### src/design/pas_pkg.sv
// pas_pkg: shared types and constants of the periodic action scheduler
// depends on nothing
`timescale 1ns / 1ps
`default_nettype none

package pas_pkg;

    // default configuration
    localparam int MAX_ACTIONS_DEF = 16;
    localparam int TIME_WIDTH_DEF  = 48;

    // one second of start-up margin, in microseconds
    localparam logic [31:0] US_PER_SECOND = 32'd1000000;

    // item field widths
    localparam int IN_DATA_W  = 88;
    localparam int OUT_DATA_W = 56;

    // item modes
    typedef enum logic [1:0] {
        MODE_CLEAR = 2'd0,
        MODE_ADD   = 2'd1,
        MODE_TAKE  = 2'd2
    } pas_mode_t;

    // result status codes
    typedef enum logic [1:0] {
        STAT_OK    = 2'd0,
        STAT_EMPTY = 2'd1,
        STAT_FULL  = 2'd2
    } pas_status_t;

    // sequencer states
    typedef enum logic [3:0] {
        S_IDLE,
        S_ADD_SUM,
        S_ADD_SEC,
        S_POP_RD,
        S_POP_GET,
        S_SHIFT_RD,
        S_SHIFT_WR,
        S_TAKE_SUM,
        S_INS_RD,
        S_INS_CMP,
        S_EMIT
    } pas_state_t;

endpackage

`default_nettype wire

### src/design/periodic_action_scheduler.sv
// periodic_action_scheduler: due-time-ordered queue of periodic actions
// depends on pas_pkg
//
//  channel | signals                                  | role
//  --------+------------------------------------------+--------------------------------
//  s_      | tvalid tready tdata[87:0] tuser[1:0]     | command item in (mode in tuser)
//  m_      | tvalid tready tdata[55:0] tuser[1:0]     | result item out (status in tuser)
//
//  from accept to result register: clear, error and unknown-mode items go straight to the
//  result; add sums the due time, then walks down from the tail past entries due later;
//  take reads the head, shifts the remaining entries down, then reinserts it the same way;
//  the time per item is set by the slot memory walk
//  reset empties the queue and zeroes the start time; slot memory is not cleared
//  a result waits in the output register while the next item is accepted
`timescale 1ns / 1ps
`default_nettype none

module periodic_action_scheduler #(
    parameter int MAX_ACTIONS = pas_pkg::MAX_ACTIONS_DEF,
    parameter int TIME_WIDTH  = pas_pkg::TIME_WIDTH_DEF
) (
    input  wire logic                          clk,
    input  wire logic                          rst_n,
    input  wire logic                          s_tvalid,
    output logic                               s_tready,
    // fields from bit 0: now_us[47:0], action_id[7:0], interval_us[31:0]
    input  wire logic [pas_pkg::IN_DATA_W-1:0] s_tdata,
    // fields from bit 0: mode[1:0]
    input  wire logic [1:0]                    s_tuser,
    output logic                               m_tvalid,
    input  wire logic                          m_tready,
    // fields from bit 0: due_action[7:0], due_time_us[47:0]
    output logic [pas_pkg::OUT_DATA_W-1:0]     m_tdata,
    // fields from bit 0: status[1:0]
    output logic [1:0]                         m_tuser
);
    import pas_pkg::*;

    localparam int AW   = (MAX_ACTIONS > 1) ? $clog2(MAX_ACTIONS) : 1;
    localparam int CW   = $clog2(MAX_ACTIONS + 1);
    localparam int P_LO = TIME_WIDTH;
    localparam int A_LO = TIME_WIDTH + 32;
    localparam int EW   = TIME_WIDTH + 40;

    // control and working registers
    pas_state_t             state_reg, state_next;
    logic [CW-1:0]          cnt_reg, cnt_next;
    logic [CW-1:0]          idx_reg, idx_next;
    logic [TIME_WIDTH-1:0]  start_reg, start_next;
    logic [TIME_WIDTH-1:0]  due_reg, due_next;
    logic [31:0]            period_reg, period_next;
    logic [7:0]             act_reg, act_next;
    pas_status_t            res_status_reg, res_status_next;
    logic [7:0]             res_act_reg, res_act_next;
    logic [47:0]            res_due_reg, res_due_next;
    logic                   out_valid_reg, out_valid_next;
    pas_status_t            out_status_reg, out_status_next;
    logic [7:0]             out_act_reg, out_act_next;
    logic [47:0]            out_due_reg, out_due_next;

    // slot memory
    logic [EW-1:0]          slot_mem [MAX_ACTIONS];
    logic [EW-1:0]          rd_data_reg;
    logic [AW-1:0]          rd_addr;
    logic                   mem_we;
    logic [AW-1:0]          wr_addr;
    logic [EW-1:0]          wr_data;

    // input decode
    pas_mode_t              in_mode;
    logic [47:0]            in_now;
    logic [7:0]             in_act;
    logic [31:0]            in_period;
    logic [63:0]            now_wide;
    logic [63:0]            tmax_wide;
    logic [TIME_WIDTH-1:0]  now_sat;

    // shared saturating adder and compare
    logic [TIME_WIDTH-1:0]  add_a;
    logic [TIME_WIDTH-1:0]  add_b;
    logic [TIME_WIDTH:0]    add_sum;
    logic [TIME_WIDTH-1:0]  add_sat;
    logic                   ins_less;
    logic [CW-1:0]          idx_m1;
    logic                   out_free;

    assign in_mode   = pas_mode_t'(s_tuser);
    assign in_now    = s_tdata[47:0];
    assign in_act    = s_tdata[55:48];
    assign in_period = s_tdata[87:56];

    // clamp the current time into the time range
    assign now_wide  = 64'(in_now);
    assign tmax_wide = 64'({TIME_WIDTH{1'b1}});
    assign now_sat   = (now_wide > tmax_wide) ? {TIME_WIDTH{1'b1}}
                                              : now_wide[TIME_WIDTH-1:0];

    // adder operand select
    always_comb
    begin
        case (state_reg)
            S_ADD_SUM:
            begin
                add_a = start_reg;
                add_b = TIME_WIDTH'(period_reg);
            end
            S_ADD_SEC:
            begin
                add_a = due_reg;
                add_b = TIME_WIDTH'(US_PER_SECOND);
            end
            S_TAKE_SUM:
            begin
                add_a = due_reg;
                add_b = TIME_WIDTH'(period_reg);
            end
            default:
            begin
                add_a = due_reg;
                add_b = '0;
            end
        endcase
    end

    assign add_sum  = {1'b0, add_a} + {1'b0, add_b};
    assign add_sat  = add_sum[TIME_WIDTH] ? {TIME_WIDTH{1'b1}} : add_sum[TIME_WIDTH-1:0];
    assign ins_less = due_reg < rd_data_reg[TIME_WIDTH-1:0];
    assign idx_m1   = idx_reg - CW'(1);
    assign out_free = !out_valid_reg || m_tready;

    // next state
    always_comb
    begin
        state_next = state_reg;
        case (state_reg)
            S_IDLE:
            begin
                if (s_tvalid)
                begin
                    case (in_mode)
                        MODE_ADD:
                            state_next = (cnt_reg >= CW'(MAX_ACTIONS)) ? S_EMIT : S_ADD_SUM;
                        MODE_TAKE:
                            state_next = (cnt_reg == '0) ? S_EMIT : S_POP_RD;
                        default:
                            state_next = S_EMIT;
                    endcase
                end
            end
            S_ADD_SUM:  state_next = S_ADD_SEC;
            S_ADD_SEC:  state_next = S_INS_RD;
            S_POP_RD:   state_next = S_POP_GET;
            S_POP_GET:  state_next = S_SHIFT_RD;
            S_SHIFT_RD: state_next = (idx_reg < cnt_reg) ? S_SHIFT_WR : S_TAKE_SUM;
            S_SHIFT_WR: state_next = S_SHIFT_RD;
            S_TAKE_SUM: state_next = S_INS_RD;
            S_INS_RD:   state_next = (idx_reg == '0) ? S_EMIT : S_INS_CMP;
            S_INS_CMP:  state_next = ins_less ? S_INS_RD : S_EMIT;
            S_EMIT:     state_next = out_free ? S_IDLE : S_EMIT;
            default:    state_next = S_IDLE;
        endcase
    end

    // datapath and memory control
    always_comb
    begin
        cnt_next        = cnt_reg;
        idx_next        = idx_reg;
        start_next      = start_reg;
        due_next        = due_reg;
        period_next     = period_reg;
        act_next        = act_reg;
        res_status_next = res_status_reg;
        res_act_next    = res_act_reg;
        res_due_next    = res_due_reg;
        out_valid_next  = out_valid_reg && !m_tready;
        out_status_next = out_status_reg;
        out_act_next    = out_act_reg;
        out_due_next    = out_due_reg;
        rd_addr         = idx_reg[AW-1:0];
        mem_we          = 1'b0;
        wr_addr         = idx_reg[AW-1:0];
        wr_data         = {act_reg, period_reg, due_reg};

        case (state_reg)
            S_IDLE:
            begin
                if (s_tvalid)
                begin
                    res_status_next = STAT_OK;
                    res_act_next    = '0;
                    res_due_next    = '0;
                    period_next     = in_period;
                    act_next        = in_act;
                    case (in_mode)
                        MODE_CLEAR:
                        begin
                            cnt_next   = '0;
                            start_next = now_sat;
                        end
                        MODE_ADD:
                        begin
                            if (cnt_reg >= CW'(MAX_ACTIONS))
                                res_status_next = STAT_FULL;
                        end
                        MODE_TAKE:
                        begin
                            if (cnt_reg == '0)
                                res_status_next = STAT_EMPTY;
                        end
                        default:
                        begin
                            res_status_next = STAT_OK;
                        end
                    endcase
                end
            end
            // first due time: start + period, then one second of margin
            S_ADD_SUM:
            begin
                due_next = add_sat;
            end
            S_ADD_SEC:
            begin
                due_next = add_sat;
                idx_next = cnt_reg;
            end
            // read the head entry
            S_POP_RD:
            begin
                rd_addr = '0;
            end
            S_POP_GET:
            begin
                due_next    = rd_data_reg[TIME_WIDTH-1:0];
                period_next = rd_data_reg[A_LO-1:P_LO];
                act_next    = rd_data_reg[EW-1:A_LO];
                idx_next    = CW'(1);
            end
            // move the remaining entries down by one
            S_SHIFT_RD:
            begin
                if (idx_reg < cnt_reg)
                    rd_addr = idx_reg[AW-1:0];
                else
                    cnt_next = cnt_reg - CW'(1);
            end
            S_SHIFT_WR:
            begin
                mem_we   = 1'b1;
                wr_addr  = idx_m1[AW-1:0];
                wr_data  = rd_data_reg;
                idx_next = idx_reg + CW'(1);
            end
            // report the popped entry and schedule its next due time
            S_TAKE_SUM:
            begin
                res_act_next = act_reg;
                res_due_next = 48'(due_reg);
                due_next     = add_sat;
                idx_next     = cnt_reg;
            end
            // walk down from the tail, opening a gap for the new entry
            S_INS_RD:
            begin
                if (idx_reg == '0)
                begin
                    mem_we   = 1'b1;
                    cnt_next = cnt_reg + CW'(1);
                end
                else
                begin
                    rd_addr = idx_m1[AW-1:0];
                end
            end
            S_INS_CMP:
            begin
                mem_we = 1'b1;
                if (ins_less)
                begin
                    wr_data  = rd_data_reg;
                    idx_next = idx_m1;
                end
                else
                begin
                    cnt_next = cnt_reg + CW'(1);
                end
            end
            // hand the result to the output register
            S_EMIT:
            begin
                if (out_free)
                begin
                    out_valid_next  = 1'b1;
                    out_status_next = res_status_reg;
                    out_act_next    = res_act_reg;
                    out_due_next    = res_due_reg;
                end
            end
            default:
            begin
                mem_we = 1'b0;
            end
        endcase
    end

    // control registers
    always_ff @(posedge clk or negedge rst_n)
    begin
        if (!rst_n)
        begin
            state_reg     <= S_IDLE;
            cnt_reg       <= '0;
            start_reg     <= '0;
            out_valid_reg <= 1'b0;
        end
        else
        begin
            state_reg     <= state_next;
            cnt_reg       <= cnt_next;
            start_reg     <= start_next;
            out_valid_reg <= out_valid_next;
        end
    end

    // payload registers
    always_ff @(posedge clk)
    begin
        idx_reg        <= idx_next;
        due_reg        <= due_next;
        period_reg     <= period_next;
        act_reg        <= act_next;
        res_status_reg <= res_status_next;
        res_act_reg    <= res_act_next;
        res_due_reg    <= res_due_next;
        out_status_reg <= out_status_next;
        out_act_reg    <= out_act_next;
        out_due_reg    <= out_due_next;
    end

    // slot memory write port
    always_ff @(posedge clk)
    begin
        if (mem_we)
            slot_mem[wr_addr] <= wr_data;
    end

    // slot memory read port
    always_ff @(posedge clk)
    begin
        rd_data_reg <= slot_mem[rd_addr];
    end

    // ports
    assign s_tready = (state_reg == S_IDLE);
    assign m_tvalid = out_valid_reg;
    assign m_tdata  = {out_due_reg, out_act_reg};
    assign m_tuser  = out_status_reg;

endmodule

`default_nettype wire

### config.mk
export PLATFORM = sky130hd
export DESIGN_NAME = periodic_action_scheduler
export DESIGN_NICKNAME = d
export VERILOG_FILES = /design/src/design/pas_pkg.sv /design/src/design/periodic_action_scheduler.sv
export SDC_FILE = /design/constraint.sdc
export NUM_CORES = 2
export LEC_CHECK = 0
export BUFFER_PORTS_ARGS = -buffer_cell sky130_fd_sc_hd__buf_2
export CAP_MARGIN = 20
export CORE_MARGIN = 4
export CORE_UTILIZATION = 55
export DETAILED_ROUTE_END_ITERATION = 6
export PLACE_DENSITY = 0.71
export SLEW_MARGIN = 5
export SYNTH_ARGS = -nofsm -noshare
export SYNTH_HDL_FRONTEND = slang
export SYNTH_SLANG_ARGS = --single-unit
### constraint.sdc
create_clock -name clk -period 16.13 [get_ports clk]
set_input_delay 2.4195 -clock clk [delete_from_list [all_inputs] [get_ports clk]]
set_output_delay 2.4195 -clock clk [all_outputs]
set_load 0.01 [all_outputs]
==> flow_metrics.tcl <==
set metrics [dict create \
    syn_area_per_cell_um2 13.9 \
    fill_cells 9810 \
    critPathMaxFanout 61 \
    synthesis.nets 5475 \
    row_count 133 \
    htree_levels 4 \
    fin_crit_sh_pct 39.0 \
    fin_area_um2 81500 \
    worstPathArrival_ns 6.80 \
    worstMarginPinSlew_ns 1.31 \
    syn_to_final_growth_pct 10.9 \
    cts_setup_buffers 0 \
    synth_edf_count 1617 \
    place.gp.congestion 0.916 \
    ioPinCount 154 \
    setup.worst_path.start_class "flop" \
    synth_top_area_share_pct 66.1 \
    clkSinkCount 1763 \
    multi_input_area_um2 20100 \
    cap_violations 0 \
    drv_slew 0 \
    slew_headroom_pct 12.7 \
    async_flop_share_pct 3.29 \
    wl_per_cell_um 25.0 \
    die_area_um2 140000 \
    via_count 44500 \
    rsz0062_at_grt "no" \
    grt_remaining_overflow 0 \
    netlist_area_um2 73500 \
    via_per_inst 6.16 \
    yosysMostFrequentCell "edfxtp_1" \
    path_class "reg2reg" \
    drtIter0Drc 5031 \
    yosysTopAreaCell "edfxtp_1" \
    period_minus_slack_ns 6.29 \
    cts_buffer_depth 3 \
    die-height_um 374 \
    end_kind "flop" \
    clk_latency_ns 0.80 \
    yosysWarnings 0 \
    io_buffers 153 \
    required_ns 16.65 \
    largest_reg_flops 1408 \
    cts_buffers 170 \
    drive_gt1_share_pct 14.3 \
    stdcell_count 7235 \
    finalClockSkew_ns 0.0309 \
    antenna_found_initial 9 \
    cts.reportedPaths.clkPinSlew_ns 0.06 \
    outcome "completed" \
    synth_common_cells "edfxtp_1, nand2_1, and2_1" \
    place_inst 6910 \
    grt_pass1_vias 42700 \
    hp-class "reg2reg" \
    dpl_cell_area_um2 75700 \
    core_area_um2 132000 \
    whs_ns 0.406 \
    synthTopCellsByArea "edfxtp_1, nand2_1, and2_1, a211oi_1, mux2_2" \
    grt_pass1_wl_mm 269 \
    synth_seq_cells 1763 \
    nets 5515 \
    setup_viol 0 \
    tns_ns 0 \
    drc 0 \
    die_x_um 374 \
    grt.total_usage_pct 25.4 \
    dp_hpwl_mm 96.7 \
    synthCells 5287 \
    ir_drop_mv 0.341 \
    powerDensity_nw_per_um2 214 \
    wl_mm 181 \
    fmax_mhz 159 \
    cts_resized 0 \
    grt_max_degree 219 \
    synthFlopType "edfxtp_1" \
    seqCellArea_um2 51800 \
    cts-root-buf "clkbuf_16" \
    holdBufCountCts 0 \
    floorplan.initialDensity_pct 55.6 \
    hold_viol 0 \
    leakage_uw 0.0274 \
    ys_types 67 \
    ant_nets 0 \
    dr.pass1.iters 5 \
    cts_tree "done" \
    yosysSeqAreaShare_pct 70.5 \
]
## cells in the final DEF (no fill, tap or decap), drive strengths merged, types with 92 or more instances in the layout
cell type and n:
buf 223, nand2 886, clkbuf 237, a21oi 232, ha 92, mux2 170
a211oi 450, edfxtp 1617, a31oi 215, a311oi 177, and2 437, nor2 94
## worst paths after layout
check	start	endpoint	slack, ns	cells past startpoint
max in group asynchronous	rst_n	start_reg[47]	13.79	2
max	state_reg[3]	due_reg[18]	9.84	16
max reg2reg	state_reg[3]	due_reg[18]	9.84	16
min in group asynchronous	rst_n	start_reg[6]	1.77	2
min reg2reg	res_act_reg[4]	out_act_reg[4]	0.41	0
min	res_act_reg[4]	out_act_reg[4]	0.41	0
## final cells by class
cell class,instances,area share (%)
Clock inverter,80,1.18
Tap cell,1755,2.70
Antenna cell,8,0.0246
Timing Repair Buffer,223,1.71
Inverter,71,0.327
Sequential cell,1763,63.6
Clock buffer,237,5.86
Multi-Input combinational cell,3098,24.6
## through the flow
| step | utilization (%) | worst slack [ns] | total power (µW) |
|---|---|---|---|
| 3_3_place_gp | 57.3 | 10.05 | 13200 |
| 2_1_floorplan | - | 9.92 | 11600 |
| 3_5_place_dp | 57.3 | 9.93 | 13400 |
| 6_report | 61.6 | 9.84 | 17400 |
| 4_1_cts | 61.6 | 9.90 | 17400 |
| 5_1_grt | 61.6 | 9.45 | 18400 |
## power by group
part | total [µW] | internal [µW] | switching [µW]
clock network | 4030 | 2350 | 1680
logic | 6720 | 2200 | 4520
registers | 6650 | 6180 | 471
## per-layer routing
| metal | track usage, % | wire length, µm |
|---|---|---|
| met3 | 4.52 | 16800 |
| met1 | 36.7 | 75600 |
| met5 | 0 | 13 |
| met4 | 8.45 | 5720 |
| met2 | 39.4 | 82600 |
## worst max-delay path, stage by stage, from the launching register on
cell and delay (ns):
dfrtp_1 0.67, nor4b_4 0.10, buf_4 0.38, or2_2 0.64
and2_1 0.27, ha_1 0.22, fa_1 0.42, a21oi_1 0.21
nor2_1 0.09, nor4_1 0.38, o21ai_0 0.31, o2111ai_1 0.56
a21boi_0 0.29, o211ai_1 0.37, buf_4 0.42, nand2_1 0.40
a2bb2oi_1 0.26
## logic make-up after synthesis
| kind of cell | share of synthesized area, % |
|---|---|
| multiplexers | 2.85 |
| XOR/XNOR | 0.572 |
| AO/OA/AOI/OAI | 12.2 |
| buffers and inverters | 2.50 |
| adder cells (fa/ha/maj) | 1.62 |
| flip-flops | 70.5 |
| AND/OR/NAND/NOR | 9.75 |
Note: power is estimated with default switching activity, not from simulation.
